### config.mk
export PLATFORM = sky130hd
export DESIGN_NAME = two_sided_cusum_shift_detector_top_flat
export DESIGN_NICKNAME = d
export VERILOG_FILES = /design/src/rtl/core/cusum_pkg.sv /design/src/rtl/core/cusum_in_if.sv /design/src/rtl/core/cusum_out_if.sv /design/src/rtl/core/cusum_cfg_if.sv /design/src/rtl/core/cusum_cfg_regs.sv /design/src/rtl/core/cusum_in_stage.sv /design/src/rtl/core/cusum_update.sv /design/src/rtl/core/two_sided_cusum_shift_detector_top.sv /design/src/flat_wrapper.sv
export SDC_FILE = /design/constraint.sdc
export NUM_CORES = 1
export LEC_CHECK = 0
export ABC_AREA = 1
export BUFFER_PORTS_ARGS = -buffer_cell sky130_fd_sc_hd__clkbuf_2
export CAP_MARGIN = 10
export CORE_MARGIN = 2
export CORE_UTILIZATION = 40
export DETAILED_ROUTE_END_ITERATION = 16
export GPL_ROUTABILITY_DRIVEN = 0
export GPL_TIMING_DRIVEN = 1
export PLACE_DENSITY = 0.55
export SLEW_MARGIN = 20
export SYNTH_ARGS = -nofsm -noshare
export SYNTH_HDL_FRONTEND = slang
export SYNTH_SLANG_ARGS = --single-unit
### constraint.sdc
create_clock -name clk -period 15.5 [get_ports clk]
set_input_delay 1.55 -clock clk [delete_from_list [all_inputs] [get_ports clk]]
set_output_delay 1.55 -clock clk [all_outputs]
set_load 0.1 [all_outputs]
### src/rtl/core/cusum_pkg.sv
// ----------------------------------------------------------------------------
// CUSUM package
// Codes, constants, types and helpers shared by the shift detector files.
// ----------------------------------------------------------------------------
package cusum_pkg;

	// Fixed widths of the work items and the configuration port.
	localparam int ALLOW_W     = 16;
	localparam int CFG_INDEX_W = 2;
	localparam int SHIFT_W     = 2;

	// Default parameter values.
	localparam int DEF_SAMPLE_WIDTH = 16;
	localparam int DEF_SUM_WIDTH    = 24;
	localparam int DEF_COUNT_WIDTH  = 32;

	// Threshold after reset: 5.0 in Q16.8.
	localparam int THRESHOLD_RESET = 1280;

	// Configuration register indexes.
	localparam logic [CFG_INDEX_W-1:0] REG_MEAN      = 2'd0;
	localparam logic [CFG_INDEX_W-1:0] REG_ALLOWANCE = 2'd1;
	localparam logic [CFG_INDEX_W-1:0] REG_THRESHOLD = 2'd2;

	// Operation codes of an input beat.
	localparam logic OP_RECORD = 1'b0;
	localparam logic OP_CLEAR  = 1'b1;

	// Shift codes of a result beat.
	localparam logic [SHIFT_W-1:0] SHIFT_NONE = 2'd0;
	localparam logic [SHIFT_W-1:0] SHIFT_UP   = 2'd1;
	localparam logic [SHIFT_W-1:0] SHIFT_DOWN = 2'd2;

	// Control of the input stage as seen by the update stage.
	typedef struct packed {
		logic valid;
		logic clear;
	} cusum_s1_ctl_t;

	function automatic int cusum_max(int a, int b);
		return (a > b) ? a : b;
	endfunction

endpackage

### src/rtl/core/cusum_in_if.sv
// ----------------------------------------------------------------------------
// CUSUM input channel
// Valid/ready channel that carries one operation and one sample per beat.
// ----------------------------------------------------------------------------
interface cusum_in_if #(
	parameter int SAMPLE_WIDTH = 16
);
	logic                           valid;
	logic                           ready;
	logic                           operation;
	logic signed [SAMPLE_WIDTH-1:0] sample;

	modport source (output valid, output operation, output sample, input ready);
	modport sink   (input valid, input operation, input sample, output ready);
endinterface

### src/rtl/core/cusum_out_if.sv
// ----------------------------------------------------------------------------
// CUSUM result channel
// Valid/ready channel that carries one detector result per beat.
// ----------------------------------------------------------------------------
interface cusum_out_if #(
	parameter int SUM_WIDTH   = 24,
	parameter int COUNT_WIDTH = 32
);
	logic                   valid;
	logic                   ready;
	logic [1:0]             shift;
	logic [SUM_WIDTH-1:0]   fired_sum;
	logic [SUM_WIDTH-1:0]   upper_total;
	logic [SUM_WIDTH-1:0]   lower_total;
	logic [COUNT_WIDTH-1:0] upshifts;
	logic [COUNT_WIDTH-1:0] downshifts;
	logic [COUNT_WIDTH-1:0] samples_seen;

	modport source (
		output valid, output shift, output fired_sum, output upper_total,
		output lower_total, output upshifts, output downshifts,
		output samples_seen, input ready
	);
	modport sink (
		input valid, input shift, input fired_sum, input upper_total,
		input lower_total, input upshifts, input downshifts,
		input samples_seen, output ready
	);
endinterface

### src/rtl/core/cusum_cfg_if.sv
// ----------------------------------------------------------------------------
// CUSUM configuration channel
// Valid/ready write channel carrying a register index and write data.
// ----------------------------------------------------------------------------
interface cusum_cfg_if #(
	parameter int DATA_W = 24
);
	logic              valid;
	logic              ready;
	logic [1:0]        index;
	logic [DATA_W-1:0] data;

	modport source (output valid, output index, output data, input ready);
	modport sink   (input valid, input index, input data, output ready);
endinterface

### src/rtl/core/cusum_cfg_regs.sv
// ----------------------------------------------------------------------------
// CUSUM configuration registers
// Holds the reference mean, the allowance and the threshold.
// ----------------------------------------------------------------------------
module cusum_cfg_regs
	import cusum_pkg::*;
#(
	parameter int SAMPLE_WIDTH = DEF_SAMPLE_WIDTH,
	parameter int SUM_WIDTH    = DEF_SUM_WIDTH,
	parameter int DATA_W       = DEF_SUM_WIDTH
) (
	input  logic                    clk,
	input  logic                    arst_n,
	cusum_cfg_if.sink               cfg,
	output logic [SAMPLE_WIDTH-1:0] ref_mean,
	output logic [ALLOW_W-1:0]      allowance,
	output logic [SUM_WIDTH-1:0]    threshold
);

	logic [SAMPLE_WIDTH-1:0] mean_q;
	logic [ALLOW_W-1:0]      allow_q;
	logic [SUM_WIDTH-1:0]    thresh_q;

	// Writes are registered directly, so the port never pushes back.
	assign cfg.ready = 1'b1;

	always_ff @(posedge clk or negedge arst_n) begin
		if (!arst_n) begin
			mean_q   <= '0;
			allow_q  <= '0;
			thresh_q <= SUM_WIDTH'(THRESHOLD_RESET);
		end else if (cfg.valid) begin
			unique case (cfg.index)
				REG_MEAN:      mean_q   <= cfg.data[SAMPLE_WIDTH-1:0];
				REG_ALLOWANCE: allow_q  <= cfg.data[ALLOW_W-1:0];
				REG_THRESHOLD: thresh_q <= cfg.data[SUM_WIDTH-1:0];
				default: ;
			endcase
		end
	end

	assign ref_mean  = mean_q;
	assign allowance = allow_q;
	assign threshold = thresh_q;

endmodule

### src/rtl/core/cusum_in_stage.sv
// ----------------------------------------------------------------------------
// CUSUM input stage
// Registers an accepted beat together with its two signed sum increments.
// ----------------------------------------------------------------------------
module cusum_in_stage
	import cusum_pkg::*;
#(
	parameter int SAMPLE_WIDTH = DEF_SAMPLE_WIDTH,
	parameter int STEP_W       = DEF_SAMPLE_WIDTH + 2
) (
	input  logic                     clk,
	input  logic                     arst_n,
	cusum_in_if.sink                 samples,
	input  logic [SAMPLE_WIDTH-1:0]  ref_mean,
	input  logic [ALLOW_W-1:0]       allowance,
	input  logic                     advance,
	output cusum_s1_ctl_t            ctl,
	output logic signed [STEP_W-1:0] up_step,
	output logic signed [STEP_W-1:0] dn_step
);

	logic                     valid_s1;
	logic                     clear_s1;
	logic signed [STEP_W-1:0] up_step_s1;
	logic signed [STEP_W-1:0] dn_step_s1;
	logic signed [STEP_W-1:0] samp_x;
	logic signed [STEP_W-1:0] mean_x;
	logic signed [STEP_W-1:0] allow_x;
	logic                     take;

	// The stage frees itself in the same cycle that the update stage takes it.
	assign samples.ready = !valid_s1 || advance;
	assign take          = samples.valid && samples.ready;

	// The user must keep configuration stable while items are in flight (the
	// block does not enforce it), so the increments can be formed as the beat enters.
	assign samp_x  = {{(STEP_W - SAMPLE_WIDTH){samples.sample[SAMPLE_WIDTH-1]}},
		samples.sample};
	assign mean_x  = {{(STEP_W - SAMPLE_WIDTH){ref_mean[SAMPLE_WIDTH-1]}},
		ref_mean};
	assign allow_x = {{(STEP_W - ALLOW_W){1'b0}}, allowance};

	always_ff @(posedge clk or negedge arst_n) begin
		if (!arst_n) begin
			valid_s1 <= 1'b0;
		end else if (take) begin
			valid_s1 <= 1'b1;
		end else if (advance) begin
			valid_s1 <= 1'b0;
		end
	end

	always_ff @(posedge clk) begin
		if (take) begin
			clear_s1   <= (samples.operation == OP_CLEAR);
			up_step_s1 <= samp_x - mean_x - allow_x;
			dn_step_s1 <= mean_x - samp_x - allow_x;
		end
	end

	assign ctl.valid = valid_s1;
	assign ctl.clear = clear_s1;
	assign up_step   = up_step_s1;
	assign dn_step   = dn_step_s1;

endmodule

### src/rtl/core/cusum_update.sv
// ----------------------------------------------------------------------------
// CUSUM update stage
// Updates both sums and the counters and loads the result register.
// ----------------------------------------------------------------------------
module cusum_update
	import cusum_pkg::*;
#(
	parameter int SUM_WIDTH   = DEF_SUM_WIDTH,
	parameter int COUNT_WIDTH = DEF_COUNT_WIDTH,
	parameter int STEP_W      = DEF_SAMPLE_WIDTH + 2
) (
	input  logic                     clk,
	input  logic                     arst_n,
	input  cusum_s1_ctl_t            ctl,
	input  logic signed [STEP_W-1:0] up_step,
	input  logic signed [STEP_W-1:0] dn_step,
	input  logic [SUM_WIDTH-1:0]     threshold,
	output logic                     advance,
	cusum_out_if.source              results
);

	localparam int EXT_W = cusum_max(SUM_WIDTH + 1, STEP_W) + 1;

	logic [SUM_WIDTH-1:0]    upper_q;
	logic [SUM_WIDTH-1:0]    lower_q;
	logic [COUNT_WIDTH-1:0]  up_cnt_q;
	logic [COUNT_WIDTH-1:0]  dn_cnt_q;
	logic [COUNT_WIDTH-1:0]  smp_cnt_q;

	logic                    res_valid_q;
	logic [SHIFT_W-1:0]      res_shift_q;
	logic [SUM_WIDTH-1:0]    res_fired_q;
	logic [SUM_WIDTH-1:0]    res_upper_q;
	logic [SUM_WIDTH-1:0]    res_lower_q;
	logic [COUNT_WIDTH-1:0]  res_up_q;
	logic [COUNT_WIDTH-1:0]  res_dn_q;
	logic [COUNT_WIDTH-1:0]  res_smp_q;

	logic signed [EXT_W-1:0] up_raw;
	logic signed [EXT_W-1:0] dn_raw;
	logic [SUM_WIDTH-1:0]    up_cl;
	logic [SUM_WIDTH-1:0]    dn_cl;
	logic                    up_fire;
	logic                    dn_fire;
	logic [SUM_WIDTH-1:0]    upper_nx;
	logic [SUM_WIDTH-1:0]    lower_nx;
	logic [SUM_WIDTH-1:0]    fired_nx;
	logic [SHIFT_W-1:0]      shift_nx;
	logic [COUNT_WIDTH-1:0]  up_cnt_nx;
	logic [COUNT_WIDTH-1:0]  dn_cnt_nx;
	logic [COUNT_WIDTH-1:0]  smp_cnt_nx;

	assign advance = ctl.valid && (!res_valid_q || results.ready);

	always_comb begin
		up_raw = $signed({{(EXT_W - SUM_WIDTH){1'b0}}, upper_q})
			+ $signed({{(EXT_W - STEP_W){up_step[STEP_W-1]}}, up_step});
		dn_raw = $signed({{(EXT_W - SUM_WIDTH){1'b0}}, lower_q})
			+ $signed({{(EXT_W - STEP_W){dn_step[STEP_W-1]}}, dn_step});

		// Clamp at zero below and at all ones above.
		if (up_raw[EXT_W-1]) begin
			up_cl = '0;
		end else if (|up_raw[EXT_W-2:SUM_WIDTH]) begin
			up_cl = '1;
		end else begin
			up_cl = up_raw[SUM_WIDTH-1:0];
		end
		if (dn_raw[EXT_W-1]) begin
			dn_cl = '0;
		end else if (|dn_raw[EXT_W-2:SUM_WIDTH]) begin
			dn_cl = '1;
		end else begin
			dn_cl = dn_raw[SUM_WIDTH-1:0];
		end

		// The upper sum has priority; the lower one fires only otherwise.
		up_fire = (up_cl > threshold);
		dn_fire = !up_fire && (dn_cl > threshold);

		upper_nx   = up_fire ? '0 : up_cl;
		lower_nx   = dn_fire ? '0 : dn_cl;
		fired_nx   = up_fire ? up_cl : (dn_fire ? dn_cl : '0);
		shift_nx   = up_fire ? SHIFT_UP : (dn_fire ? SHIFT_DOWN : SHIFT_NONE);
		up_cnt_nx  = up_cnt_q + COUNT_WIDTH'(up_fire);
		dn_cnt_nx  = dn_cnt_q + COUNT_WIDTH'(dn_fire);
		smp_cnt_nx = smp_cnt_q + COUNT_WIDTH'(1);

		if (ctl.clear) begin
			upper_nx   = '0;
			lower_nx   = '0;
			fired_nx   = '0;
			shift_nx   = SHIFT_NONE;
			up_cnt_nx  = '0;
			dn_cnt_nx  = '0;
			smp_cnt_nx = '0;
		end
	end

	always_ff @(posedge clk or negedge arst_n) begin
		if (!arst_n) begin
			upper_q   <= '0;
			lower_q   <= '0;
			up_cnt_q  <= '0;
			dn_cnt_q  <= '0;
			smp_cnt_q <= '0;
		end else if (advance) begin
			upper_q   <= upper_nx;
			lower_q   <= lower_nx;
			up_cnt_q  <= up_cnt_nx;
			dn_cnt_q  <= dn_cnt_nx;
			smp_cnt_q <= smp_cnt_nx;
		end
	end

	always_ff @(posedge clk or negedge arst_n) begin
		if (!arst_n) begin
			res_valid_q <= 1'b0;
		end else if (advance) begin
			res_valid_q <= 1'b1;
		end else if (results.ready) begin
			res_valid_q <= 1'b0;
		end
	end

	always_ff @(posedge clk) begin
		if (advance) begin
			res_shift_q <= shift_nx;
			res_fired_q <= fired_nx;
			res_upper_q <= upper_nx;
			res_lower_q <= lower_nx;
			res_up_q    <= up_cnt_nx;
			res_dn_q    <= dn_cnt_nx;
			res_smp_q   <= smp_cnt_nx;
		end
	end

	assign results.valid        = res_valid_q;
	assign results.shift        = res_shift_q;
	assign results.fired_sum    = res_fired_q;
	assign results.upper_total  = res_upper_q;
	assign results.lower_total  = res_lower_q;
	assign results.upshifts     = res_up_q;
	assign results.downshifts   = res_dn_q;
	assign results.samples_seen = res_smp_q;

endmodule

### src/rtl/core/two_sided_cusum_shift_detector_top.sv
// ----------------------------------------------------------------------------
// Two-sided CUSUM shift detector, top level
// Path: each input beat passes the input stage register, then the result register.
// One item/cycle while results are taken; a stalled result beat holds the flow.
// Reset (arst_n low) zeroes sums, counters, valid flags, mean and allowance; threshold is 1280.
// ----------------------------------------------------------------------------
//
// Structure
//   The input stage registers each accepted beat and, using the configured
//   reference mean and allowance, forms the signed increments of the upper
//   and the lower sum. The update stage adds them to the stored sums, clamps
//   each at zero and at the top of its range, compares against the
//   threshold and loads the result register. The upper sum is checked first;
//   only when it does not fire can the lower sum fire. A firing sum restarts
//   at zero and its pre-restart value is reported as fired_sum.
//
// Flow control
//   The input stage is freed in the same cycle its beat moves into the
//   result register, so a new sample beat is taken every cycle as long as
//   results are taken. While a result beat waits, one more input beat is
//   still taken and parked in the input stage.
//
// Configuration
//   Register writes are registered directly and are expected only while the
//   block is idle. Writes to an index beyond the threshold are dropped.
//
module two_sided_cusum_shift_detector_top
	import cusum_pkg::*;
#(
	parameter int SAMPLE_WIDTH = DEF_SAMPLE_WIDTH,
	parameter int SUM_WIDTH    = DEF_SUM_WIDTH,
	parameter int COUNT_WIDTH  = DEF_COUNT_WIDTH
) (
	input logic         clk,
	input logic         arst_n,
	cusum_cfg_if.sink   cfg,
	cusum_in_if.sink    samples,
	cusum_out_if.source results
);

	// Increment width covers the sample minus the mean minus the allowance.
	localparam int STEP_W = cusum_max(SAMPLE_WIDTH + 1, ALLOW_W + 1) + 1;
	localparam int CFG_DATA_W = cusum_max(cusum_max(SAMPLE_WIDTH, ALLOW_W), SUM_WIDTH);

	logic [SAMPLE_WIDTH-1:0] ref_mean;
	logic [ALLOW_W-1:0]      allowance;
	logic [SUM_WIDTH-1:0]    threshold;
	logic                    advance;
	cusum_s1_ctl_t           ctl;
	logic signed [STEP_W-1:0] up_step;
	logic signed [STEP_W-1:0] dn_step;

	// Configuration register file.
	cusum_cfg_regs #(
		.SAMPLE_WIDTH (SAMPLE_WIDTH),
		.SUM_WIDTH    (SUM_WIDTH),
		.DATA_W       (CFG_DATA_W)
	) u_cfg_regs (
		.clk       (clk),
		.arst_n    (arst_n),
		.cfg       (cfg),
		.ref_mean  (ref_mean),
		.allowance (allowance),
		.threshold (threshold)
	);

	// Input register: beat plus precomputed sum increments.
	cusum_in_stage #(
		.SAMPLE_WIDTH (SAMPLE_WIDTH),
		.STEP_W       (STEP_W)
	) u_in_stage (
		.clk       (clk),
		.arst_n    (arst_n),
		.samples   (samples),
		.ref_mean  (ref_mean),
		.allowance (allowance),
		.advance   (advance),
		.ctl       (ctl),
		.up_step   (up_step),
		.dn_step   (dn_step)
	);

	// State update and result register.
	cusum_update #(
		.SUM_WIDTH   (SUM_WIDTH),
		.COUNT_WIDTH (COUNT_WIDTH),
		.STEP_W      (STEP_W)
	) u_update (
		.clk       (clk),
		.arst_n    (arst_n),
		.ctl       (ctl),
		.up_step   (up_step),
		.dn_step   (dn_step),
		.threshold (threshold),
		.advance   (advance),
		.results   (results)
	);

endmodule

### src/flat_wrapper.sv
// flat-port wrapper written by rule: the top's interface ports become plain ports
module two_sided_cusum_shift_detector_top_flat import cusum_pkg::*;
#(
	parameter int SAMPLE_WIDTH = DEF_SAMPLE_WIDTH,
	parameter int SUM_WIDTH    = DEF_SUM_WIDTH,
	parameter int COUNT_WIDTH  = DEF_COUNT_WIDTH
)
  (clk, arst_n, cfg_valid, cfg_index, cfg_data, cfg_ready, samples_valid, samples_operation, samples_sample, samples_ready, results_valid, results_shift, results_fired_sum, results_upper_total, results_lower_total, results_upshifts, results_downshifts, results_samples_seen, results_ready);
  cusum_cfg_if cfg_i ();
  cusum_in_if #(.SAMPLE_WIDTH(SAMPLE_WIDTH)) samples_i ();
  cusum_out_if #(.SUM_WIDTH(SUM_WIDTH), .COUNT_WIDTH(COUNT_WIDTH)) results_i ();
  input logic clk;
  input logic arst_n;
  input wire logic [$bits(cfg_i.valid)-1:0] cfg_valid;
  input wire logic [$bits(cfg_i.index)-1:0] cfg_index;
  input wire logic [$bits(cfg_i.data)-1:0] cfg_data;
  output wire logic [$bits(cfg_i.ready)-1:0] cfg_ready;
  input wire logic [$bits(samples_i.valid)-1:0] samples_valid;
  input wire logic [$bits(samples_i.operation)-1:0] samples_operation;
  input wire logic [$bits(samples_i.sample)-1:0] samples_sample;
  output wire logic [$bits(samples_i.ready)-1:0] samples_ready;
  output wire logic [$bits(results_i.valid)-1:0] results_valid;
  output wire logic [$bits(results_i.shift)-1:0] results_shift;
  output wire logic [$bits(results_i.fired_sum)-1:0] results_fired_sum;
  output wire logic [$bits(results_i.upper_total)-1:0] results_upper_total;
  output wire logic [$bits(results_i.lower_total)-1:0] results_lower_total;
  output wire logic [$bits(results_i.upshifts)-1:0] results_upshifts;
  output wire logic [$bits(results_i.downshifts)-1:0] results_downshifts;
  output wire logic [$bits(results_i.samples_seen)-1:0] results_samples_seen;
  input wire logic [$bits(results_i.ready)-1:0] results_ready;
  assign cfg_i.valid = cfg_valid;
  assign cfg_i.index = cfg_index;
  assign cfg_i.data = cfg_data;
  assign cfg_ready = cfg_i.ready;
  assign samples_i.valid = samples_valid;
  assign samples_i.operation = samples_operation;
  assign samples_i.sample = samples_sample;
  assign samples_ready = samples_i.ready;
  assign results_valid = results_i.valid;
  assign results_shift = results_i.shift;
  assign results_fired_sum = results_i.fired_sum;
  assign results_upper_total = results_i.upper_total;
  assign results_lower_total = results_i.lower_total;
  assign results_upshifts = results_i.upshifts;
  assign results_downshifts = results_i.downshifts;
  assign results_samples_seen = results_i.samples_seen;
  assign results_i.ready = results_ready;
  two_sided_cusum_shift_detector_top #(.SAMPLE_WIDTH(SAMPLE_WIDTH), .SUM_WIDTH(SUM_WIDTH), .COUNT_WIDTH(COUNT_WIDTH)) u_core (.clk(clk), .arst_n(arst_n), .cfg(cfg_i), .samples(samples_i), .results(results_i));
endmodule
==> results of run 1 <==
## logic make-up after synthesis
logic type / Yosys count / share of synthesized area
and+or+nand+nor: 1165 / 0.213
DFF: 409 / 0.480
xor gates and xnor gates: 76 / 0.0287
AOI/OAI and AO/OA: 415 / 0.0964
buffers and inverters: 458 / 0.0773
other: 1 / 0.000160
adders and majority gates: 176 / 0.105
## power by group through the flow
stage	combinational (uW)	clock (uW)	sequential [uW]
2_1_floorplan	1560	0	2250
3_3_place_gp	2920	0	1570
3_5_place_dp	2940	0	1570
4_1_cts	2960	1220	1560
5_1_grt	3240	1270	1570
6_report	2960	1190	1550
## routing by layer
layer	GRT usage	up-vias	routed length, um
met5	0	-	50
met1	0.279	8845	28200
met2	0.346	503	29900
li1	-	9284	-
met4	0.0773	8	2120
met3	0.0344	115	3500
## worst min-delay path, delay by kind of cell, from the launching register on
kind / cells / cell delay [ns]
flip-flops: 1 / 0.33
AND/OR/NAND/NOR: 1 / 0.05
AO/OA/AOI/OAI: 1 / 0.06
## state kept, by name, indices dropped and copies added, names as in the netlist
name and flops:
u_core.u_cfg_regs.threshold 24, u_core.u_update.results.downshifts 32, u_core.u_update.results.samples_seen 32, u_core.u_update.results.shift 2
u_core.u_update.results.upper_total 24, u_core.u_cfg_regs.allowance 16, u_core.u_in_stage.up_step 18, u_core.u_in_stage.dn_step 18
u_core.u_update.results.fired_sum 24, u_core.u_update.results.lower_total 24, u_core.u_in_stage.valid_s1 1, u_core.u_update.upper_q 24
u_core.u_in_stage.clear_s1 1, u_core.u_update.smp_cnt_q 32, u_core.u_update.lower_q 24, u_core.u_update.dn_cnt_q 32
u_core.u_update.up_cnt_q 32, u_core.u_update.results.valid 1, u_core.u_update.results.upshifts 32, u_core.u_cfg_regs.ref_mean 16
## how the worst max path moves through the flow
stage / slack [ns] / cells past startpoint / endpoint / startpoint
2_1_floorplan: 7.92 / 6 / u_core.u_update.results.downshifts[0] / results_ready
3_3_place_gp: 7.47 / 37 / u_core.u_update.results.downshifts[31] / u_core.u_in_stage.dn_step[17]
3_5_place_dp: 7.19 / 37 / u_core.u_update.results.downshifts[31] / u_core.u_in_stage.dn_step[17]
4_1_cts: 7.17 / 37 / u_core.u_update.results.downshifts[31] / u_core.u_in_stage.dn_step[17]
5_1_grt: 6.72 / 38 / u_core.u_update.results.downshifts[31] / u_core.u_in_stage.dn_step[17]
6_report: 7.53 / 38 / u_core.u_update.results.downshifts[31] / u_core.u_in_stage.dn_step[17]
## cell usage after synthesis, types with 6 or more instances
library cell,count,area [sq um]
nor4_1,16,100
o21a_1,9,67.6
buf_2,13,65.1
clkbuf_1,46,173
xor2_1,47,412
o21bai_1,8,60.1
fa_1,34,681
nand2_1,680,2550
nor2_2,32,200
buf_1,10,37.5
ha_1,142,1780
xnor2_1,28,245
or2_2,6,37.5
nand2_2,7,43.8
a211oi_1,6,45.0
nand3_1,89,445
nand4_1,59,369
inv_1,370,1390
nor2_1,189,709
dfrtp_1,200,5000
edfxtp_1,207,6220
o21ai_0,192,961
nor3_1,59,295
buf_6,9,101
a31oi_1,16,100
a21oi_1,152,761
## cell type report
class / count / area [sq um] / share of cell area
clock buffers: 62 / 1320 / 0.0488
diodes: 1 / 2.50 / 0.0000929
repair buffers: 229 / 1200 / 0.0444
multi-input cells: 1833 / 10400 / 0.387
inverters: 377 / 1430 / 0.0529
well taps: 765 / 957 / 0.0355
clock inverters: 28 / 357 / 0.0132
flip-flops and latches: 409 / 11300 / 0.418
## through the flow
step / std cells / area (sq um) / setup slack (ns)
after floorplan: 2700 / 23500 / 7.92
after global placement: 3612 / 25300 / 7.47
after detailed placement: 3612 / 25300 / 7.19
after CTS: 3702 / 26900 / 7.17
after global routing: 3703 / 26900 / 6.72
final: 3704 / 26900 / 7.53
==> impl_metrics.ini, run 1 <==
[routing]
wl_per_cell_um = 17.2
drt_iter0_drc = 1458
detailroute.via_count = 18755
drt-total-wl_mm = 63.7
count_of_nets_left_with_antenna_violations_after_detail_routing = 0
routed_via_density = 5.06
post-route-drc-count = 0
drt_first_pass_iters = 5

[synthesis]
syn-mean-instance-area_sq_um = 8.70
synth.yosys.warnings = 0
synth_edf_count = 207
synth_sequential_area_ratio = 0.480
synth-seq-cells = 409
postSynth.asyncResetShare = 0.494
synth_flop_cell = edfxtp_1
synth_area_sq_um = 23500
netlist-cell-type-count = 60
synth.net_count = 2924
synthesis.instances = 2700

[critical_path]
cp_num_buf_inv = 7
worst-endpoint-arrival_ns = 8.32
crit_path_end_kind = flip-flop
critical_path.most_common_cell = nand2_1
critPathMaxStageDelay_ns = 0.81
reg2reg_depth = 38
r2r-end = u_core.u_update.results.downshifts[31]
crit_family = simple AND/OR/NAND/NOR gates
critPathLaunchType = flip-flop
critical-path-slowest-cell = xor2_2
cp_data_required_time_ns = 15.85
timing.rr.start = u_core.u_in_stage.dn_step[17]
criticalPathCategory = reg2reg
reg2reg_slack_ns = 7.53
worstPathMaxFanout = 26

[pwr]
part_of_the_total_power_dissipated_in_combinational_logic = 0.519
worst_ir_drop_on_vdd_mv = 0.134
p_switching_uw = 2810
cellInternalPower_uw = 2900
cellPowerDensity_nw_per_um2 = 212
leakage_uw = 0.0126
netSwitchingFraction = 0.492
p_seq_frac = 0.272
clock_power_share = 0.209
totalPowerFinal_uw = 5710

[clock_network]
tritoncts = done
numCtsBuffers = 48
postCtsHoldBufs = 0
clock_sink_count = 409
ctsResizeCount = 0
clk_transition_reported_paths_ns = 0.06
cts_root_buf = clkbuf_16
cts_setup_buffers = 0
clk-insertion-delay-late_ns = 0.60
cts_max_path_buffers = 3
cts.htree.levels = 2

[sta]
hold_slack_ns = 0.480
period_share = 0.514
setup_viol = 0
grt_setup_unrepaired = no
final-hold-violation-count = 0
max_clock_freq_mhz = 126
max_slew.worst_pin.slew_ns = 1.17
fin_tns_setup_ns = 0
worst_clock_skew_ns = 0.0154
final_period_demand_of_the_worst_path_ns = 7.97
slew_headroom = 0.221
slew_violations = 0

[grt]
first_global_vias = 18355
grt-ovfl-total = 0
grt_usage = 0.210
grt_antenna_before_repair = 6
grt_start_max_net_pins = 233
grt_first_pass_wirelength_mm = 100

[layout]
final_cell_mix = nand2_1, inv_1, clkbuf_2, edfxtp_1, dfrtp_1
postLayoutCoreUtil = 0.465
num-nets-final = 3122
mostFrequentLayoutCell = nand2_1
final_layout_size_suffix_gt1_frac = 0.132
fill_cells = 5712
area_growth_pct = 14.7

[floorplanning]
design.die.area_sq_um = 60700
initial_utilization = 0.406
floorplan.rows = 88
ioPinCount = 221
die_y_um = 246
floorplan.core_area_sq_um = 57900
die-width_um = 246

[outcome]
outcome = complete, no violations

[min_path]
worst_hold_path.num_cells = 2
worst_min_delay_path_endpoint = u_core.u_cfg_regs.allowance[6]
holdCritPathClass = reg2reg
worst_hold_startpoint = u_core.u_cfg_regs.allowance[6]

[placed_design]
buffer_ports.inserted = 219
detailed_place_hpwl_mm = 46.5

[flow_run]
cap_violations = 0
No activity file was read; power rests on OpenSTA's default activity.
==> inputs of run 2 (changes only) <==
- clock period: 15.5 -> 7.4 ns (I/O delays scaled with it)
==> impl_metrics.ini, run 2 (synthesized netlist as in run 1, its figures left out) <==
[routing]
routed_via_density = 5.10
drt_first_pass_iters = 6
drt-total-wl_mm = 64.4
wl_per_cell_um = 17.4
count_of_nets_left_with_antenna_violations_after_detail_routing = 0
drt_iter0_drc = 1251
detailroute.via_count = 18916
post-route-drc-count = 0

[sta]
setup_viol = 0
period_share = 0.909
fin_tns_setup_ns = 0
max_slew.worst_pin.slew_ns = 1.06
grt_setup_unrepaired = no
slew_headroom = 0.293
max_clock_freq_mhz = 149
worst_clock_skew_ns = 0.0297
slew_violations = 0
final-hold-violation-count = 0
final_period_demand_of_the_worst_path_ns = 6.73

[placed_design]
buffer_ports.inserted = 219
detailed_place_hpwl_mm = 46.6

[layout]
num-nets-final = 3128
ff_latch_area_sq_um = 11300
final_cell_mix = nand2_1, inv_1, clkbuf_2, edfxtp_1, dfrtp_1
fill_cells = 5627
area_growth_pct = 15.3
multi_input_comb_area_sq_um = 10400
mostFrequentLayoutCell = nand2_1
antennaDiodeCount = 0
final_layout_size_suffix_gt1_frac = 0.137

[critical_path]
worstPathMaxFanout = 11
critical-path-slowest-cell = xor2_2
crit_family = simple AND/OR/NAND/NOR gates
reg2reg_depth = 41
worst-endpoint-arrival_ns = 7.08
cp_num_buf_inv = 8
critPathMaxStageDelay_ns = 0.42
criticalPathCategory = reg2reg
cp_data_required_time_ns = 7.75
critical_path.most_common_cell = nand2_1
critical_path_cell_count = 41
crit_path_end_kind = flip-flop
critPathLaunchType = flip-flop

[floorplanning]
floorplan.rows = 88
die-width_um = 246
design.die.area_sq_um = 60700
die_y_um = 246
ioPinCount = 221
initial_utilization = 0.406
floorplan.core_area_sq_um = 57900

[pwr]
p_seq_frac = 0.273
worst_ir_drop_on_vdd_mv = 0.291
cellInternalPower_uw = 6150
part_of_the_total_power_dissipated_in_combinational_logic = 0.516
p_switching_uw = 5890
leakage_uw = 0.0127
clock_power_share = 0.211
cellPowerDensity_nw_per_um2 = 445
netSwitchingFraction = 0.489
totalPowerFinal_uw = 12000

[clock_network]
cts_root_buf = clkbuf_16
numCtsBuffers = 48
clk_transition_reported_paths_ns = 0.06
clk-insertion-delay-late_ns = 0.60
cts.htree.levels = 2
tritoncts = done
postCtsHoldBufs = 0
cts_max_path_buffers = 3
clock_sink_count = 409

[grt]
grt_usage = 0.212
grt_antenna_before_repair = 1
grt-ovfl-total = 0
grt_first_pass_wirelength_mm = 101
grt_start_max_net_pins = 176
first_global_vias = 18471

[outcome]
outcome = complete, no violations

[flow_run]
cap_violations = 0

[min_path]
holdCritPathClass = in2async
[run 2: cell type report]
class,instances,share of cell area
clock buffers,66,0.0514
well taps,765,0.0353
repair buffers,235,0.0466
multi-input cells,1833,0.386
inverters,377,0.0528
flip-flops and latches,409,0.416
clock inverters,24,0.0118
[run 2: metal layers]
| metal | vias to the layer above | track usage | share of wire |
|---|---|---|---|
| met5 | - | 0 | 0.00020 |
| met4 | 2 | 0.0748 | 0.031 |
| met3 | 122 | 0.0257 | 0.046 |
| met2 | 517 | 0.353 | 0.47 |
| met1 | 9013 | 0.285 | 0.45 |
| li1 | 9262 | - | - |
[run 2: path summary, 6_finish.rpt]
path	start	to	slack, ns
min	arst_n	u_core.u_update.up_cnt_q[11]	0.21
max	u_core.u_update.lower_q[0]	u_core.u_update.results.downshifts[31]	0.67
min in group clk	samples_operation	u_core.u_in_stage.clear_s1	0.34
max reg2reg	u_core.u_update.lower_q[0]	u_core.u_update.results.downshifts[31]	0.67
max in group asynchronous	arst_n	u_core.u_cfg_regs.ref_mean[2]	6.00
min reg2reg	u_core.u_cfg_regs.threshold[12]	u_core.u_cfg_regs.threshold[12]	0.48
[run 2: repair_timing]
action                     4_1_cts  5_1_grt
buffers inserted                 0        2
resized for setup                0        5
setup endpoints to repair        0       31
[run 2: worst reg2reg max path, delay by kind of cell, from the launching register on]
family / cells / cell delay [ns]
XOR/XNOR: 1 / 0.42
flip-flops: 1 / 0.38
adder cells (fa/ha/maj): 4 / 1.08
AO/OA/AOI/OAI: 6 / 1.21
AND/OR/NAND/NOR: 22 / 2.82
buffers and inverters: 8 / 0.59
[run 2: power by group through the flow]
stage | Sequential [uW] | Combinational (uW) | Clock (uW)
detailed placement | 3330 | 6140 | 0
global route | 3330 | 6780 | 2680
CTS | 3290 | 6170 | 2590
global placement | 3320 | 6050 | 0
finish | 3290 | 6210 | 2540
floorplan | 4720 | 3270 | 0
[run 2: through the flow]
step	setup WS, ns	std cells	utilization	instance area, sq um	hold slack, ns
2_1_floorplan	0.518	2700	-	23500	0.444
3_3_place_gp	0.437	3617	0.437	25300	0.469
3_5_place_dp	0.356	3617	0.437	25300	0.473
4_1_cts	0.319	3707	0.467	27000	0.231
5_1_grt	0.00945	3709	0.468	27100	0.263
6_report	0.672	3709	0.468	27100	0.206
